--- config.mk ---
export PLATFORM = sky130hd
export DESIGN_NAME = end_stop_stall_calibrator
export DESIGN_NICKNAME = d
export VERILOG_FILES = /design/src/rtl/esc_pkg.sv /design/src/rtl/esc_cfg.sv /design/src/rtl/esc_core.sv /design/src/rtl/end_stop_stall_calibrator.sv
export SDC_FILE = /design/constraint.sdc
export NUM_CORES = 1
export LEC_CHECK = 0
export ABC_CLOCK_PERIOD_IN_PS = 7270
export BUFFER_PORTS_ARGS = -buffer_cell sky130_fd_sc_hd__buf_2
export CAP_MARGIN = 10
export CELL_PAD_IN_SITES_DETAIL_PLACEMENT = 1
export CELL_PAD_IN_SITES_GLOBAL_PLACEMENT = 1
export CORE_MARGIN = 8
export CORE_UTILIZATION = 30
export CTS_BUF_LIST = sky130_fd_sc_hd__clkbuf_4 sky130_fd_sc_hd__clkbuf_8 sky130_fd_sc_hd__clkbuf_16
export DETAILED_ROUTE_END_ITERATION = 10
export PLACE_DENSITY = 0.63
export SETUP_SLACK_MARGIN = 0.1
export SYNTH_ARGS = -nofsm -noshare
export SYNTH_HDL_FRONTEND = slang
export SYNTH_SLANG_ARGS = --single-unit
--- constraint.sdc ---
create_clock -name i_clk -period 7.27 [get_ports i_clk]
set_clock_uncertainty 0.05 [all_clocks]
set_input_delay 0 -clock i_clk [delete_from_list [all_inputs] [get_ports i_clk]]
set_output_delay 0 -clock i_clk [all_outputs]
set_load 0.005 [all_outputs]
--- src/rtl/esc_pkg.sv ---
package esc_pkg;

    localparam int ANGLE_BITS = 32;
    localparam int COUNT_BITS = 12;

    localparam int TORQUE_BITS = 16;
    localparam int LIMIT_BITS  = 12;
    localparam int CFG_IDX_BITS  = 2;
    localparam int CFG_DATA_BITS = 16;

    localparam logic [TORQUE_BITS-1:0] SEEK_TORQUE_RST = TORQUE_BITS'(200);
    localparam logic [LIMIT_BITS-1:0]  ANGLE_LIMIT_RST = LIMIT_BITS'(100);
    localparam logic [LIMIT_BITS-1:0]  TICK_LIMIT_RST  = LIMIT_BITS'(100);

    typedef enum logic [1:0] {
        FUNC_TICK  = 2'd0,
        FUNC_START = 2'd1,
        FUNC_ABORT = 2'd2,
        FUNC_NOP   = 2'd3
    } t_func;

    typedef enum logic [1:0] {
        PH_IDLE = 2'd0,
        PH_CCW  = 2'd1,
        PH_CW   = 2'd2,
        PH_DONE = 2'd3
    } t_phase;

    typedef enum logic [1:0] {
        MODE_OFF   = 2'd0,
        MODE_DRIVE = 2'd1,
        MODE_HOLD  = 2'd2
    } t_mode;

    typedef enum logic [1:0] {
        LOCK_NONE = 2'd0,
        LOCK_CCW  = 2'd1,
        LOCK_CW   = 2'd2
    } t_lock;

    typedef enum logic [CFG_IDX_BITS-1:0] {
        CFG_SEEK_TORQUE = 2'd0,
        CFG_ANGLE_LIMIT = 2'd1,
        CFG_TICK_LIMIT  = 2'd2
    } t_cfg_idx;

    localparam logic DIR_CCW = 1'b0;
    localparam logic DIR_CW  = 1'b1;

    typedef struct packed {
        logic [1:0]                   func;
        logic signed [ANGLE_BITS-1:0] sample_angle;
    } t_in_word;

    typedef struct packed {
        logic [1:0]                   drive_mode;
        logic                         drive_dir;
        logic [TORQUE_BITS-1:0]       drive_torque;
        logic [1:0]                   phase;
        logic [1:0]                   lock_event;
        logic signed [ANGLE_BITS-1:0] lock_angle;
        logic                         zero_set;
    } t_out_word;

    typedef struct packed {
        logic [TORQUE_BITS-1:0] seek_torque;
        logic [LIMIT_BITS-1:0]  stall_angle_limit;
        logic [LIMIT_BITS-1:0]  stall_tick_limit;
    } t_cfg;

endpackage

--- src/rtl/esc_cfg.sv ---
module esc_cfg (
    input  logic                                 i_clk,
    input  logic                                 i_rst_n,
    input  logic                                 i_cfg_valid,
    input  logic [esc_pkg::CFG_IDX_BITS-1:0]     i_cfg_index,
    input  logic [esc_pkg::CFG_DATA_BITS-1:0]    i_cfg_data,
    output esc_pkg::t_cfg                        o_cfg
);

    esc_pkg::t_cfg r_cfg;
    esc_pkg::t_cfg n_cfg;

    always_comb begin
        n_cfg = r_cfg;
        if (i_cfg_valid) begin
            unique case (esc_pkg::t_cfg_idx'(i_cfg_index))
                esc_pkg::CFG_SEEK_TORQUE: begin
                    n_cfg.seek_torque = i_cfg_data[esc_pkg::TORQUE_BITS-1:0];
                end
                esc_pkg::CFG_ANGLE_LIMIT: begin
                    n_cfg.stall_angle_limit = i_cfg_data[esc_pkg::LIMIT_BITS-1:0];
                end
                esc_pkg::CFG_TICK_LIMIT: begin
                    n_cfg.stall_tick_limit = i_cfg_data[esc_pkg::LIMIT_BITS-1:0];
                end
                default: begin
                    // unmapped index: drop the write
                    n_cfg = r_cfg;
                end
            endcase
        end
    end

    always_ff @(posedge i_clk) begin
        if (!i_rst_n) begin
            r_cfg.seek_torque       <= esc_pkg::SEEK_TORQUE_RST;
            r_cfg.stall_angle_limit <= esc_pkg::ANGLE_LIMIT_RST;
            r_cfg.stall_tick_limit  <= esc_pkg::TICK_LIMIT_RST;
        end else begin
            r_cfg <= n_cfg;
        end
    end

    assign o_cfg = r_cfg;

endmodule

--- src/rtl/esc_core.sv ---
module esc_core #(
    parameter int COUNT_BITS = esc_pkg::COUNT_BITS
) (
    input  esc_pkg::t_in_word                      i_word,
    input  esc_pkg::t_cfg                          i_cfg,
    input  esc_pkg::t_phase                        i_phase,
    input  logic signed [esc_pkg::ANGLE_BITS-1:0]  i_prev,
    input  logic [COUNT_BITS-1:0]                  i_count,
    output esc_pkg::t_phase                        o_phase,
    output logic signed [esc_pkg::ANGLE_BITS-1:0]  o_prev,
    output logic [COUNT_BITS-1:0]                  o_count,
    output esc_pkg::t_out_word                     o_word
);

    localparam int CMP_W = (COUNT_BITS > esc_pkg::LIMIT_BITS) ? COUNT_BITS
                                                              : esc_pkg::LIMIT_BITS;
    localparam int DIFF_W = esc_pkg::ANGLE_BITS + 1;

    logic signed [DIFF_W-1:0] step_diff;
    logic [DIFF_W-1:0]        step_abs;
    logic                     stalled;
    logic [COUNT_BITS-1:0]    count_inc;
    logic [COUNT_BITS-1:0]    count_upd;
    logic [CMP_W-1:0]         count_cmp;
    logic [CMP_W-1:0]         limit_cmp;
    logic                     locked;
    esc_pkg::t_phase          phase_cmd;

    // exact angle step, one bit wider so it cannot wrap
    assign step_diff = DIFF_W'(i_word.sample_angle) - DIFF_W'(i_prev);
    assign step_abs  = step_diff[DIFF_W-1] ? DIFF_W'(-step_diff) : DIFF_W'(step_diff);
    assign stalled   = step_abs < DIFF_W'(i_cfg.stall_angle_limit);

    // saturate at all ones
    assign count_inc = (&i_count) ? i_count : i_count + COUNT_BITS'(1);
    assign count_upd = stalled ? count_inc : '0;
    assign count_cmp = CMP_W'(count_upd);
    assign limit_cmp = CMP_W'(i_cfg.stall_tick_limit);
    assign locked    = count_cmp > limit_cmp;

    always_comb begin
        o_phase   = i_phase;
        o_prev    = i_prev;
        o_count   = i_count;
        phase_cmd = i_phase;
        o_word    = '0;

        unique case (esc_pkg::t_func'(i_word.func))
            esc_pkg::FUNC_TICK: begin
                unique case (i_phase)
                    esc_pkg::PH_IDLE: begin
                        o_word.drive_mode = esc_pkg::MODE_OFF;
                    end
                    esc_pkg::PH_DONE: begin
                        o_word.drive_mode = esc_pkg::MODE_HOLD;
                        o_word.zero_set   = 1'b1;
                        o_prev            = i_word.sample_angle;
                    end
                    esc_pkg::PH_CCW, esc_pkg::PH_CW: begin
                        o_prev            = i_word.sample_angle;
                        o_word.drive_mode = esc_pkg::MODE_DRIVE;
                        if (locked) begin
                            o_count             = '0;
                            o_word.drive_dir    = esc_pkg::DIR_CW;
                            o_word.drive_torque = '0;
                            o_word.lock_angle   = i_word.sample_angle;
                            if (i_phase == esc_pkg::PH_CCW) begin
                                o_word.lock_event = esc_pkg::LOCK_CCW;
                                o_phase           = esc_pkg::PH_CW;
                            end else begin
                                o_word.lock_event = esc_pkg::LOCK_CW;
                                o_phase           = esc_pkg::PH_DONE;
                            end
                        end else begin
                            o_count             = count_upd;
                            o_word.drive_dir    = (i_phase == esc_pkg::PH_CW) ?
                                                  esc_pkg::DIR_CW : esc_pkg::DIR_CCW;
                            o_word.drive_torque = i_cfg.seek_torque;
                        end
                    end
                    default: begin
                        o_phase = i_phase;
                    end
                endcase
            end
            esc_pkg::FUNC_START, esc_pkg::FUNC_ABORT, esc_pkg::FUNC_NOP: begin
                if (esc_pkg::t_func'(i_word.func) == esc_pkg::FUNC_START &&
                    (i_phase == esc_pkg::PH_IDLE || i_phase == esc_pkg::PH_DONE)) begin
                    phase_cmd = esc_pkg::PH_CCW;
                    o_prev    = '0;
                    o_count   = '0;
                end else if (esc_pkg::t_func'(i_word.func) == esc_pkg::FUNC_ABORT) begin
                    phase_cmd = esc_pkg::PH_IDLE;
                end
                o_phase = phase_cmd;
                // report the standing drive of the resulting phase
                unique case (phase_cmd)
                    esc_pkg::PH_CCW, esc_pkg::PH_CW: begin
                        o_word.drive_mode   = esc_pkg::MODE_DRIVE;
                        o_word.drive_dir    = (phase_cmd == esc_pkg::PH_CW) ?
                                              esc_pkg::DIR_CW : esc_pkg::DIR_CCW;
                        o_word.drive_torque = i_cfg.seek_torque;
                    end
                    esc_pkg::PH_DONE: begin
                        o_word.drive_mode = esc_pkg::MODE_HOLD;
                    end
                    default: begin
                        o_word.drive_mode = esc_pkg::MODE_OFF;
                    end
                endcase
            end
            default: begin
                o_phase = i_phase;
            end
        endcase

        o_word.phase = o_phase;
    end

endmodule

--- src/rtl/end_stop_stall_calibrator.sv ---
// Data path: a word accepted at the input lands in the input register and then
// moves on into the result register; it waits in a register only while the
// output stalls.
// Throughput: one word per cycle while the output does not stall; the stall test
// and counter update for the step sit in esc_core between the input and result registers.
// Reset (i_rst_n low at a clock edge): idle phase, previous angle and stall
// count zero, configuration back to torque 200 and both limits 100, pipe empty.
module end_stop_stall_calibrator #(
    parameter int COUNT_BITS = esc_pkg::COUNT_BITS
) (
    input  logic                              i_clk,
    input  logic                              i_rst_n,

    input  logic                              i_in_valid,
    output logic                              o_in_stall,
    input  esc_pkg::t_in_word                 i_in_word,

    output logic                              o_out_valid,
    input  logic                              i_out_stall,
    output esc_pkg::t_out_word                o_out_word,

    input  logic                              i_cfg_valid,
    output logic                              o_cfg_ready,
    input  logic [esc_pkg::CFG_IDX_BITS-1:0]  i_cfg_index,
    input  logic [esc_pkg::CFG_DATA_BITS-1:0] i_cfg_data
);

    // Input stage
    logic                                  r_in_valid;
    esc_pkg::t_in_word                     r_in_word;

    // Calibration state
    esc_pkg::t_phase                       r_phase;
    logic signed [esc_pkg::ANGLE_BITS-1:0] r_prev;
    logic [COUNT_BITS-1:0]                 r_count;

    // Result stage
    logic                                  r_out_valid;
    esc_pkg::t_out_word                    r_out_word;

    esc_pkg::t_phase                       n_phase;
    logic signed [esc_pkg::ANGLE_BITS-1:0] n_prev;
    logic [COUNT_BITS-1:0]                 n_count;
    esc_pkg::t_out_word                    n_out_word;

    esc_pkg::t_cfg                         cfg;
    logic                                  advance;
    logic                                  in_take;
    logic                                  step_fire;

    // Config writes are taken every cycle; software must write only while idle, which the block does not enforce.
    assign o_cfg_ready = 1'b1;

    esc_cfg u_cfg (
        .i_clk       (i_clk),
        .i_rst_n     (i_rst_n),
        .i_cfg_valid (i_cfg_valid),
        .i_cfg_index (i_cfg_index),
        .i_cfg_data  (i_cfg_data),
        .o_cfg       (cfg)
    );

    esc_core #(
        .COUNT_BITS (COUNT_BITS)
    ) u_core (
        .i_word  (r_in_word),
        .i_cfg   (cfg),
        .i_phase (r_phase),
        .i_prev  (r_prev),
        .i_count (r_count),
        .o_phase (n_phase),
        .o_prev  (n_prev),
        .o_count (n_count),
        .o_word  (n_out_word)
    );

    // The pipe moves whenever the result register is empty or being drained.
    assign advance   = !r_out_valid || !i_out_stall;
    // Refill the input register when it is empty or moves on this cycle.
    assign o_in_stall = r_in_valid && !advance;
    assign in_take    = i_in_valid && !o_in_stall;
    // State commits only when a held word actually moves into the result stage.
    assign step_fire  = r_in_valid && advance;

    always_ff @(posedge i_clk) begin
        if (!i_rst_n) begin
            r_in_valid  <= 1'b0;
            r_out_valid <= 1'b0;
            r_phase     <= esc_pkg::PH_IDLE;
            r_prev      <= '0;
            r_count     <= '0;
        end else begin
            if (!o_in_stall) begin
                r_in_valid <= i_in_valid;
            end
            if (advance) begin
                r_out_valid <= r_in_valid;
            end
            if (step_fire) begin
                r_phase <= n_phase;
                r_prev  <= n_prev;
                r_count <= n_count;
            end
        end
    end

    // Payload registers: load on the same handshakes, no reset needed.
    always_ff @(posedge i_clk) begin
        if (in_take) begin
            r_in_word <= i_in_word;
        end
        if (step_fire) begin
            r_out_word <= n_out_word;
        end
    end

    assign o_out_valid = r_out_valid;
    assign o_out_word  = r_out_word;

endmodule
# ---- After elaboration in Yosys (flattened, before gate mapping)
# Index checks and enable logic that the tools add are counted.
dict set report word_totals {
  ff_bits 178
  inputBits 57
}
dict set report op_classes {
  n_addsub 3
  n_lt_le_gt_ge 2
  n_eq_ne 14
  mux 27
  reduce_logical 24
}
# op n
set ops {}
lappend ops {{$mux W32} 2}
lappend ops {{$pmux W32 S2} 1}
lappend ops {{$mux W12} 5}
lappend ops {{$mux W17} 3}
lappend ops {{$pmux W19 S2} 1}
lappend ops {{$lt A33 B12 Y1} 1}
lappend ops {{$mux W33} 1}
lappend ops {{$neg A33 Y33} 1}
lappend ops {{$sub A32 B32 Y33} 1}
lappend ops {{$pmux W12 S2} 1}
lappend ops {{$eq A2 B2 Y1 const B} 7}
lappend ops {{$add A12 B1 Y12 const B} 1}
lappend ops {{$gt A12 B12 Y1} 1}
lappend ops {{$mux W2} 6}
lappend ops {{$reduce_and A12 Y1} 1}
lappend ops {{$reduce_and A3 Y1} 3}
lappend ops {{$eq A2 B1 Y1 const B} 4}
lappend ops {{$pmux W2 S2} 2}
lappend ops {{$logic_not A2 Y1} 3}
lappend ops {{$pmux W2 S3} 1}
lappend ops {{$reduce_and A2 Y1} 3}
lappend ops {{$reduce_or A3 Y1} 2}
lappend ops {{$logic_and A1 B1 Y1} 4}
lappend ops {{$logic_not A1 Y1} 4}
lappend ops {{5 further kinds} 11}

# ---- Longest topological paths before layout
# Gate-level depths: netlist (run 1).
dict set report depth {
  depth_word 9
  ltp_mapped 41
  ltp_nobuf 38
}

# ---- By module
# Synthesis (run 1) repeated with hierarchy kept, for this count alone.
dict set report unflattened {
  hier_cells 1307
  hier_area_um2 11911.4
}
# mod instances cells_per_inst area_per_inst_um2 seq_area_each_um2
set modules_own_cells {}
lappend modules_own_cells {esc_core 1 854 5699.2 0.0}
lappend modules_own_cells {end_stop_stall_calibrator 1 299 4648.2 3663.5}
lappend modules_own_cells {esc_cfg 1 154 1564.0 800.8}

# ---- Worst setup path before layout (run 1)
# No wires, ideal clock.
dict set report synth_timing {
  path_type {reg2reg}
  start {register r_in_word[0] in the netlist's numbering}
  end {register r_count[0]}
  setup_ns 0.058
  t_arrival_ns 7.833
  t_required_ns 7.162
  slack_ns -0.670
  stages_incl_launch_ff 39
  n_path_buf 3
  synth_period_minus_slack_ns 7.940
  path_cell_list {edfxtp_1 > inv_1 > ha_1 > fa_1 > nor2b_1 > o2111a_1 > o21ai_1 > and3_1 > o31a_1 > o21ai_0 > buf_2 > buf_1 > nor2_1 > xnor2_1 > ha_1 > a21o_1 > a21o_1 > a21oi_1 > [... 3 more ...] > o221ai_1 > or3_1 > nor4_2 > nand4_2 > or2_1 > buf_2 > a21oi_1 > ha_1 > a21o_1 > a21o_1 > a21oi_1 > o221ai_1 > o21a_1 > nor2_1 > nand3_1 > or4b_2 > nor3_1 > a21o_1}
}
dict set report synth_between {
  elab_chain_len 9
}
# element line_no
set synth_lines {}
lappend synth_lines {{start, declared} end_stop_stall_calibrator.sv:30} ;# esc_pkg::t_in_word r_in_word;
lappend synth_lines {{start signal, assigned} end_stop_stall_calibrator.sv:110} ;# r_in_word <= i_in_word;
lappend synth_lines {{$sub A32 B32 Y33 *} esc_core.sv:30} ;# assign step_diff = DIFF_W'(i_word.sample_angle) - DIFF_W'(i_prev);
lappend synth_lines {{$neg A33 Y33} esc_core.sv:31} ;# assign step_abs = step_diff[DIFF_W-1] ? DIFF_W'(-step_diff) : DIFF_W'(step_diff);
lappend synth_lines {{$mux W33 *} esc_core.sv:31}
lappend synth_lines {{$lt A33 B12 Y1 *} esc_core.sv:32} ;# assign stalled = step_abs < DIFF_W'(i_cfg.stall_angle_limit);
lappend synth_lines {{$mux W12 *} esc_core.sv:36} ;# assign count_upd = stalled ? count_inc : '0;
lappend synth_lines {{$gt A12 B12 Y1} esc_core.sv:39} ;# assign locked = count_cmp > limit_cmp;
lappend synth_lines {{$mux W12 *} esc_core.sv:62} ;# if (locked) begin
lappend synth_lines {{$mux W12 *} esc_core.sv:50} ;# unique case (i_phase)
lappend synth_lines {{$pmux W12 S2 *} esc_core.sv:48} ;# unique case (esc_pkg::t_func'(i_word.func))
lappend synth_lines {{end signal, assigned} end_stop_stall_calibrator.sv:102} ;# r_count <= n_count;
lappend synth_lines {{end, declared} end_stop_stall_calibrator.sv:35} ;# logic [COUNT_BITS-1:0] r_count;
# Every way passes the cells marked *; elsewhere a longest branch is shown, timed or not. The select of a mux whose other input is x is not followed.
# A chain may end at the register's enable or synchronous reset.

# ---- Worst setup path in the final report (run 1)
dict set report layout_timing {
  start {register r_in_word[18] in the netlist's numbering}
  end {register r_out_word, in the netlist o_out_word[16], data pin}
}
dict set report layout_between {
  elab_chain_len 7
}
# element line_no
set layout_lines {}
lappend layout_lines {{$sub A32 B32 Y33 *} esc_core.sv:30}
lappend layout_lines {{$neg A33 Y33} esc_core.sv:31}
lappend layout_lines {{$mux W33 *} esc_core.sv:31}
lappend layout_lines {{$lt A33 B12 Y1 *} esc_core.sv:32}
lappend layout_lines {{$mux W12 *} esc_core.sv:36}
lappend layout_lines {{$gt A12 B12 Y1 *} esc_core.sv:39}
lappend layout_lines {{$reduce_and A3 Y1 (no source line) *} n/a}
lappend layout_lines {{end signal, assigned} end_stop_stall_calibrator.sv:113} ;# r_out_word <= n_out_word;
lappend layout_lines {{end, declared} end_stop_stall_calibrator.sv:39} ;# esc_pkg::t_out_word r_out_word;
# Every way passes the cells marked *; elsewhere a longest branch is shown, timed or not.

==> impl_metrics.tcl, run 1 <==
set metrics [dict create \
    status "finished, violations left" \
    violations "setup timing" \
    die_x_um 209.3 \
    pwr-share-comb_pct 19.6 \
    grt_max_degree 76 \
    multi_input_area_mm2 0.006400 \
    maxSlewHeadroom_pct 24.18 \
    synth.cell_area_mm2 0.01120 \
    synth_seq_area_share_pct 39.84 \
    initial_core_util_pct 30.53 \
    p_int_w 0.001891 \
    cts_buffer_depth 2 \
    hpwl_mm 27.31 \
    drive_above_1_share_pct 22.75 \
    rsz0062_at_grt "true" \
    placed_cell_area_mm2 0.01286 \
    path_max_fanout 17 \
    drc 0 \
    cts.sinks 178 \
    gp_congestion 0.8715 \
    areaGrowthSynthToFinish_pct 27.93 \
    ir_worst_vdd_uv 173.1 \
    utilization_pct 39.06 \
    cp_common_cell "a21o_1" \
    netSwitchingPower_w 0.0007120 \
    drv_cap 0 \
    synth_cell_type_count 93 \
    ant_nets 0 \
    dieArea_mm2 0.04379 \
    drt_wl_total_mm 36.10 \
    final_area_mm2 0.01433 \
    max_stage_delay_ns 0.52 \
    cts_tree "yes" \
    setup_slack_ns -0.1158 \
    powerDensity_mw_per_mm2 181.6 \
    htreeDepth 4 \
    period_share_pct 101.6 \
    synth-edff-count 90 \
    io_buffers 114 \
    ios 116 \
    dominantRegCellSynth "edfxtp_1" \
    clock_latency_ns 0.46 \
    clk_pin_slew_ns 0.07 \
    netlist_instances 1243 \
    finalHoldViolations 0 \
    antenna_found_initial 0 \
    pwr-share-clk_pct 37.9 \
    regArea_mm2 0.004464 \
    core_mm2 0.03670 \
    rows 70 \
    grt_pass1_wl_mm 57.94 \
    crit_required_ns 7.53 \
    cts_root_buffer "clkbuf_16" \
    seqPwrFrac_pct 42.5 \
    final-setup-viol-count 56 \
    grt_usage_pct 16.33 \
    via_per_inst 5.178 \
    critPathCaptureType "register" \
    timing.fmax_ghz 0.1354 \
    tightestPinTransition_ns 1.137 \
    avgRoutedWirePerCell_um 18.52 \
    overflow 0 \
    synth-seq-cells 178 \
    period_minus_slack_ns 7.386 \
    num_antenna_cells 0 \
    async_flop_share_pct 0 \
    finalMaxSlewViolations 0 \
    holdCritPathClass "input pin to register" \
    swShare_pct 27.35 \
    fillerInstances 4194 \
    fin_nets 1590 \
    synth_fp_nets 1364 \
    ys_warn_count 0 \
    die_y_um 209.3 \
    synth.avg_cell_area_um2 9.014 \
    path_class "register to register" \
    drtIter0Drc 413 \
    critPathLaunchType "register" \
    vias 10090 \
    slowest_stage "or4_1" \
    drt_pre_antenna_iters 4 \
    p_leak_nw 5.499 \
    first_global_vias 10650 \
    numCtsBuffers 17 \
    arrival_ns 7.64 \
]
cell type report:
type                    count  share of cell area (%)
clock buffers              20                   3.369
clock inverters            11                   1.013
inverters                  77                   2.016
multi-input cells         922                   44.65
flip-flops and latches    178                   31.15
well taps                 468                   4.085
repair buffers            273                   13.72
placed cells by master (no fill, tap or decap), types with 10 or more instances in the layout:
master         Yosys  layout
nand4_1           20      20
buf_4              9      99
a21o_1            24      24
o211ai_1          21      21
o21ai_0           35      30
o21a_1            11      11
o21ai_1            7      10
a21oi_2            7      13
dlygate4sd3_1      0      53
xnor2_1           28      28
a21boi_0          66      66
edfxtp_1          90      90
clkbuf_16          0      20
nand2_1          167     167
xor2_1            12      12
nor2_1            63      60
nor3_1            19      16
a211oi_1          13      11
buf_2             11     114
dfxtp_1           88      88
ha_1              63      59
nor4_1            15      14
nand3_1           55      54
inv_1             76      76
a21oi_1           53      47
and2_1            55      55
per-layer routing:
| layer | track usage (%) | vias up | part of all wire (%) |
|---|---|---|---|
| li1 | - | 4956 | - |
| met1 | 19.75 | 4948 | 46 |
| met2 | 29.09 | 153 | 49 |
| met3 | 2.846 | 35 | 2.9 |
| met4 | 5.200 | 0 | 1.9 |
| met5 | 0 | - | 0 |
through the flow:
step	total power [W]	setup TNS (ns)	cells	worst slack, ns	hold WS, ns
6_report	0.002603	-3.258	1949	-0.1158	0.06108
2_1_floorplan	0.001416	-0.07748	1243	-0.07748	0.04887
4_1_cts	0.002632	-0.08511	1945	-0.04754	0.04005
3_3_place_gp	0.001592	-2.624	1856	-0.1282	0.1270
5_1_grt	0.002712	-23.70	1949	-0.4451	0.08069
3_5_place_dp	0.001601	-15.48	1856	-0.4069	0.1289
final timing paths:
check / start / to / slack, ns / cells after the start
worst min-delay path: i_cfg_index[1] / u_cfg.o_cfg[28]$_SDFFE_PN0P_ / 0.06 / 5
worst min register to register: u_cfg.o_cfg[33]$_SDFFE_PN0P_ / u_cfg.o_cfg[33]$_SDFFE_PN0P_ / 0.41 / 2
worst max register to register: r_in_word[18]$_DFFE_PP_ / o_out_word[16]$_SDFFCE_PN0P_ / -0.12 / 33
worst max-delay path: r_in_word[18]$_DFFE_PP_ / o_out_word[16]$_SDFFCE_PN0P_ / -0.12 / 33
repair_timing:
item | in CTS | in global routing
buffers inserted | 4 | 2
endpoints found under the setup margin | 67 | 67
pin swaps | 4 | 18
hold buffers | 53 | 0
hold endpoints to repair | 78 | 0
cloned | 1 | 2
gates resized for setup | 24 | 17
critical path: cells and delay by family (launching register included):
kind / cells / cell delay (ns)
flip-flops: 1 / 0.48
XOR/XNOR: 1 / 0.13
buffers and inverters: 3 / 0.49
adder cells (fa/ha/maj): 3 / 0.72
AO/OA/AOI/OAI: 14 / 2.34
AND/OR/NAND/NOR: 12 / 2.98
logic make-up (layout without fill, tap and decap cells):
group | Yosys count | in the layout | synth area share, %
AOI/OAI and AO/OA | 325 | 325 | 21.26
xor gates and xnor gates | 40 | 40 | 3.127
adders and majority gates | 64 | 64 | 7.214
buffers and inverters | 144 | 381 | 5.382
DFF | 178 | 178 | 39.84
muxes | 12 | 12 | 1.117
other | 1 | 1 | 0.03347
and+or+nand+nor | 479 | 480 | 22.02
power by group through the flow:
stage               registers, W  clock network, W  logic, W
floorplan                0.00113                 0  0.000291
global placement         0.00113                 0  0.000466
detailed placement       0.00113                 0  0.000473
CTS                      0.00111           0.00102  0.000506
global route             0.00111           0.00104  0.000560
finish                   0.00111          0.000987  0.000510
cells in the mapped netlist, types with 8 or more instances:
master,number,share of area (%)
a21oi_1,53,2.4
mux2i_1,8,0.71
edfxtp_1,90,24
o21a_1,11,0.74
buf_2,11,0.49
a21o_1,24,1.6
nor2b_1,11,0.61
nor3_1,19,0.85
o211ai_1,21,1.4
nand2b_1,9,0.50
nor2_1,63,2.1
a21boi_0,66,4.4
or3_1,10,0.56
a211oi_1,13,0.87
o21ai_0,35,1.6
nand3_1,55,2.5
dfxtp_1,88,16
nand2_1,167,5.6
nor4_1,15,0.84
ha_1,63,7.0
a31oi_1,8,0.45
nand4_1,20,1.1
and2_1,55,3.1
xor2_1,12,0.94
xnor2_1,28,2.2
inv_1,76,2.5
buf_4,9,0.60
and3_1,10,0.56
clkbuf_1,44,1.5
flip-flops by register name, summed over array words and instances, names as in the netlist:
name	flops
r_in_valid	1
o_out_word	56
r_count	12
r_prev	32
u_cfg.o_cfg	40
o_out_valid	1
r_phase	2
r_in_word	34
(Power assumes the default switching activity.)
==> run 2, diff against run 1 <==
--- a/config.mk
+++ b/config.mk
@@ -5,6 +5,7 @@
 export SDC_FILE = /design/constraint.sdc
 export NUM_CORES = 1
 export LEC_CHECK = 0
+export ABC_AREA = 1
 export ABC_CLOCK_PERIOD_IN_PS = 7270
 export BUFFER_PORTS_ARGS = -buffer_cell sky130_fd_sc_hd__buf_2
 export CAP_MARGIN = 10
@@ -14,7 +15,8 @@
 export CORE_UTILIZATION = 30
 export CTS_BUF_LIST = sky130_fd_sc_hd__clkbuf_4 sky130_fd_sc_hd__clkbuf_8 sky130_fd_sc_hd__clkbuf_16
 export DETAILED_ROUTE_END_ITERATION = 10
-export PLACE_DENSITY = 0.63
+export MAX_ROUTING_LAYER = met4
+export PLACE_DENSITY = 0.66
 export SETUP_SLACK_MARGIN = 0.1
 export SYNTH_ARGS = -nofsm -noshare
 export SYNTH_HDL_FRONTEND = slang
==> run 2 against run 1 <==
Effect of this change: the flow now finishes without violations; die area fell by 1.2%; combinational power rose by 32%; global-route usage rose by 0.58 points; first-iteration DRC count fell by 15%; worst setup slack improved by 0.96 ns; sequential power barely moved; cell area fell by 6.5%; count of clock-buffer cells in the layout fell by 1; critical path type unchanged; largest power group unchanged; highest routed layer unchanged.
==> impl_metrics.tcl, run 2 <==
set metrics [dict create \
    vias 10340 \
    path_buf_inv 8 \
    timing.fmax_ghz 0.1557 \
    holdCritPathClass "input pin to register" \
    arrival_ns 6.71 \
    cts_buffer_depth 2 \
    cts_root_buffer "clkbuf_16" \
    drtIter0Drc 350 \
    period_minus_slack_ns 6.422 \
    drt_wl_total_mm 35.55 \
    finalMaxSlewViolations 0 \
    cts.sinks 178 \
    regToRegSetupSlack_ns 0.85 \
    synth.most_common_cell "nand2_1" \
    status "completed" \
    htreeDepth 4 \
    synth_area_leader_cell "edfxtp_1" \
    gp_congestion 0.8754 \
    grt_pass1_wl_mm 57.72 \
    final-setup-viol-count 0 \
    powerDensity_mw_per_mm2 205.4 \
    ios 116 \
    r2r_start "r_in_word[0]$_DFFE_PP_" \
    path_max_fanout 31 \
    drive_above_1_share_pct 11.51 \
    min_from "i_rst_n" \
    netlist_instances 1548 \
    core_mm2 0.03643 \
    max_stage_delay_ns 0.42 \
    drv_cap 0 \
    cp_common_cell "nand2_1" \
    rsz0062_at_grt "false" \
    initial_core_util_pct 30.36 \
    critPathLaunchType "register" \
    first_global_vias 10990 \
    path_class "register to register" \
    dieArea_mm2 0.04327 \
    largest_reg_flops 56 \
    synth-edff-count 90 \
    die_x_um 208.0 \
    async_flop_share_pct 0 \
    hpwl_mm 27.28 \
    synth.cell_area_mm2 0.01106 \
    grt_usage_pct 16.91 \
    clock_latency_ns 0.45 \
    ys_warn_count 0 \
    critPathCaptureType "register" \
    cts_tree "yes" \
    crit_required_ns 7.55 \
    numCtsBuffers 17 \
    maxSlewHeadroom_pct 19.50 \
    via_per_inst 4.702 \
    die_y_um 208.0 \
    min_to "u_cfg.o_cfg[6]$_SDFFE_PN1P_" \
    tightestPinTransition_ns 1.196 \
    period_share_pct 88.34 \
    dominantRegCellSynth "edfxtp_1" \
    synth_fp_nets 1669 \
    ant_nets 0 \
    synth_area_leaders "edfxtp_1, dfxtp_1, nand2_1" \
    fin_nets 1837 \
    synth-seq-cells 178 \
    synth_seq_area_share_pct 40.36 \
    areaGrowthSynthToFinish_pct 21.17 \
    rr_endpoint "r_phase[1]$_SDFFE_PN0P_" \
    finalHoldViolations 0 \
    fin_tns_setup_ns 0 \
    drt_pre_antenna_iters 4 \
    rows 70 \
    worstRegToRegCells 44 \
    overflow 0 \
    synth_cell_type_count 38 \
    io_buffers 114 \
    grt_max_degree 65 \
    whs_path_depth 2 \
    drc 0 \
    netlist.area_leader.share_pct 24.43 \
    avgRoutedWirePerCell_um 16.17 \
    slowest_stage "fa_1" \
    final_common_cell "nand2_1" \
    final_cell_mix "nand2_1, inv_1, nor2_1" \
    synth.avg_cell_area_um2 7.145 \
    synth_common_cells "nand2_1, inv_1, nor2_1" \
    antenna_found_initial 1 \
    clk_pin_slew_ns 0.08 \
    total_power_w 0.002752 \
    p_leak_nw 6.355 \
    ir_worst_vdd_uv 139.5 \
    cpLargestDelayFamily "simple AND/OR/NAND/NOR gates" \
]
-- run 2: routing by layer --
metal	track usage (%)	up-vias	wire, um
met1	19.18	4888	15720
met2	30.27	117	18250
met4	4.944	0	681
met5	-	-	0
li1	-	5282	-
met3	2.886	49	898
-- run 2: final cells by class --
| class | instances | area [um2] |
|---|---|---|
| clock inverters | 13 | 155.1 |
| well taps | 468 | 585.6 |
| repair buffers | 187 | 1285 |
| flip-flops and latches | 178 | 4464 |
| clock buffers | 19 | 457.9 |
| diodes | 1 | 2.502 |
| inverters | 302 | 1139 |
| fillers | 4597 | 23030 |
| multi-input cells | 1030 | 5313 |
-- run 2: report_power, final --
part / internal, W / switching [W] / leakage (nW)
combinational: 0.000231 / 0.000444 / 4.45
sequential: 0.00110 / 0.0000195 / 1.61
clock: 0.000488 / 0.000469 / 0.298
total: 0.00182 / 0.000933 / 6.36
-- run 2: worst max path at each step --
stage | startpoint | endpoint | slack (ns) | cells after the start
after floorplan | r_in_word[0]$_DFFE_PP_ | o_out_word[43]$_DFFE_PP_ | 1.65 | 44
after global placement | r_in_word[0]$_DFFE_PP_ | r_count[5]$_SDFFE_PN0P_ | 0.68 | 43
after detailed placement | r_in_word[0]$_DFFE_PP_ | r_count[0]$_SDFFE_PN0P_ | 0.37 | 43
after CTS | r_in_word[0]$_DFFE_PP_ | r_count[2]$_SDFFE_PN0P_ | 0.31 | 43
after global routing | r_in_word[0]$_DFFE_PP_ | r_phase[1]$_SDFFE_PN0P_ | 0.10 | 45
final | r_in_word[0]$_DFFE_PP_ | r_phase[1]$_SDFFE_PN0P_ | 0.85 | 44
-- run 2: stage by stage --
step	std cells	setup WS (ns)	cell area, um2	hold WS, ns	util, %
after global routing	2198	0.1006	13400	0.06817	36.78
after floorplan	1548	1.654	11060	0.04887	-
after detailed placement	2100	0.3722	12120	0.1284	33.26
after CTS	2197	0.3133	13380	0.03234	36.73
after global placement	2100	0.6836	12120	0.1301	33.26
final	2198	0.8475	13400	0.05272	36.78
-- run 2: timing repair --
item | CTS | global route
setup buffers | 0 | 0
hold buffers | 65 | 0
gates resized for setup | 0 | 6
hold endpoints to repair | 76 | 0
setup endpoints to repair | 0 | 51
-- run 2: logic make-up after synthesis --
kind of cell / count (synthesis) / synth area share (%)
buf+inv: 340 / 11.81
other cells: 1 / 0.03390
simple gates: 728 / 28.00
compound gates: 220 / 11.14
xor+xnor: 17 / 1.346
fa+ha+maj: 64 / 7.308
flops: 178 / 40.36
==> run 3, diff against run 2 <==
--- a/config.mk
+++ b/config.mk
@@ -6,17 +6,16 @@
 export NUM_CORES = 1
 export LEC_CHECK = 0
 export ABC_AREA = 1
-export ABC_CLOCK_PERIOD_IN_PS = 7270
+export ABC_CLOCK_PERIOD_IN_PS = 7500
 export BUFFER_PORTS_ARGS = -buffer_cell sky130_fd_sc_hd__buf_2
 export CAP_MARGIN = 10
-export CELL_PAD_IN_SITES_DETAIL_PLACEMENT = 1
-export CELL_PAD_IN_SITES_GLOBAL_PLACEMENT = 1
 export CORE_MARGIN = 8
 export CORE_UTILIZATION = 30
 export CTS_BUF_LIST = sky130_fd_sc_hd__clkbuf_4 sky130_fd_sc_hd__clkbuf_8 sky130_fd_sc_hd__clkbuf_16
 export DETAILED_ROUTE_END_ITERATION = 10
 export MAX_ROUTING_LAYER = met4
-export PLACE_DENSITY = 0.66
+export PLACE_DENSITY = 0.5
+export RECOVER_POWER = 50
 export SETUP_SLACK_MARGIN = 0.1
 export SYNTH_ARGS = -nofsm -noshare
 export SYNTH_HDL_FRONTEND = slang
==> constraint.sdc (replaced) <==
create_clock -name i_clk -period 7.5 [get_ports i_clk]
set_clock_uncertainty 0.05 [all_clocks]
set_input_delay 0 -clock i_clk [delete_from_list [all_inputs] [get_ports i_clk]]
set_output_delay 0 -clock i_clk [all_outputs]
set_load 0.005 [all_outputs]
==> run 3 against run 2 <==
Effect of this change: the flow now finishes with violations (capacitance limit, slew limit); sequential power about the same; global-route usage down 0.73 points; non-clock buffer count down 1; combinational power down 3%; count of clock-buffer cells in the layout up 1; sequential share of layout area up 0.31 points; critical endpoint is now o_out_word[44]$_DFFE_PP_; highest routed layer unchanged.
==> impl_metrics.tcl, run 3 (same netlist as run 2, synthesis figures left out) <==
set metrics [dict create \
    status "finished, violations left" \
    violations "capacitance limit, slew limit" \
    max_stage_delay_ns 0.42 \
    ios 116 \
    cpLargestDelayFamily "simple AND/OR/NAND/NOR gates" \
    clock_latency_ns 0.45 \
    initial_core_util_pct 30.36 \
    cts_buffer_depth 2 \
    fin_tns_setup_ns 0 \
    ir_worst_vdd_uv 178.2 \
    vias 10190 \
    rsz0062_at_grt "false" \
    final_cell_mix "nand2_1, inv_1, nor2_1" \
    path_buf_inv 5 \
    instances_no_fill 2196 \
    critPathLaunchType "register" \
    gp_congestion 0.9829 \
    avgRoutedWirePerCell_um 15.59 \
    fin_nets 1836 \
    cts.sinks 178 \
    htreeDepth 4 \
    cts_root_buffer "clkbuf_16" \
    period_share_pct 85.20 \
    grt.met2_usage_pct 27.97 \
    ant_nets 0 \
    drt_pre_antenna_iters 5 \
    slowest_stage "inv_2" \
    holdCritPathClass "input pin to register" \
    drc 0 \
    first_global_vias 10140 \
    io_buffers 114 \
    hpwl_mm 26.09 \
    utilization_pct 36.45 \
    use_met3_pct 2.796 \
    finalHoldViolations 0 \
    core_mm2 0.03643 \
    grt_pass1_wl_mm 54.37 \
    dp_cells 2100 \
    tightestPinTransition_ns 2.640 \
    top_usage_layer "met2" \
    finalMaxSlewViolations 185 \
    numCtsBuffers 17 \
    dieArea_mm2 0.04327 \
    grt_max_degree 65 \
    die_y_um 208.0 \
    cts_tree "yes" \
    die_x_um 208.0 \
    drive_above_1_share_pct 8.218 \
    largest_reg_flops 56 \
    drtIter0Drc 637 \
    timing.fmax_ghz 0.1565 \
    final-setup-viol-count 0 \
    grt_use_met1_pct 19.21 \
    via_per_inst 4.640 \
    arrival_ns 6.53 \
    areaGrowthSynthToFinish_pct 20.06 \
    powerDensity_mw_per_mm2 201.1 \
    maxSlewHeadroom_pct -75.98 \
    final_common_cell "nand2_1" \
    overflow 0 \
    period_minus_slack_ns 6.390 \
    cp_common_cell "nand2_1" \
    critPathCaptureType "register" \
    drv_cap 5 \
    crit_required_ns 7.64 \
    grt_usage_pct 16.18 \
    path_class "register to register" \
    num_antenna_cells 0 \
    antenna_found_initial 0 \
    path_max_fanout 31 \
    clk_pin_slew_ns 0.07 \
    drt_wl_total_mm 34.24 \
    p_leak_nw 6.182 \
    rows 70 \
]
==> run 3: cell types whose count changed in the layout (fill, tap and decap cells not counted), moves of 2 or more <==
cell	delta
buf_4	-2
inv_8	-3
clkinv_8	-4
clkbuf_1	+55
clkinv_2	+2
nor2_1	+2
buf_2	-52
clkinv_4	+3
==> run 3: layer usage <==
metal  part of all wire [%]  up-vias
li1                       -     5260
met1                     46     4683
met2                     49      214
met3                    3.9       32
met4                    1.8        0
met5                      0        -
==> run 3: timing repair <==
action / CTS / global route
gates resized for setup: 0 / 1
hold buffers: 64 / 0
hold endpoints to repair: 76 / 0
endpoints found under the setup margin: 0 / 14
setup buffers: 0 / 0
==> run 3: area by class of cell <==
type,count,area (um2)
Clock buffer,20,483.0
Inverter,302,1134
Fill cell,3939,23160
Tap cell,468,585.6
Multi-Input combinational cell,1030,5299
Clock inverter,12,118.9
Timing Repair Buffer,186,1195
Sequential cell,178,4464
==> run 3: path summary, 6_finish.rpt <==
kind,depth (start not counted),to,slack [ns],start
max reg2reg,42,o_out_word[44]$_DFFE_PP_,1.11,r_in_word[0]$_DFFE_PP_
min,2,r_in_word[27]$_DFFE_PP_,0.21,i_in_word[27]
min reg2reg,2,u_cfg.o_cfg[26]$_SDFFE_PN0P_,0.41,u_cfg.o_cfg[26]$_SDFFE_PN0P_
max,42,o_out_word[44]$_DFFE_PP_,1.11,r_in_word[0]$_DFFE_PP_
==> run 3: per-stage QoR <==
step / setup WS [ns] / hold WS, ns / instance area [um2] / power [W]
after floorplan: 1.884 / 0.04887 / 11060 / 0.001548
final: 1.110 / 0.2133 / 13280 / 0.002671
after global routing: 0.2646 / 0.1940 / 13280 / 0.002823
after CTS: 0.8732 / 0.02609 / 13360 / 0.002703
after global placement: 1.018 / 0.1265 / 12120 / 0.001739
after detailed placement: 0.9023 / 0.1281 / 12120 / 0.001743
==> run 3: power by group <==
group / internal, W / switching, W
combinational: 0.000219 / 0.000439
sequential: 0.00107 / 0.0000192
clock: 0.000508 / 0.000417
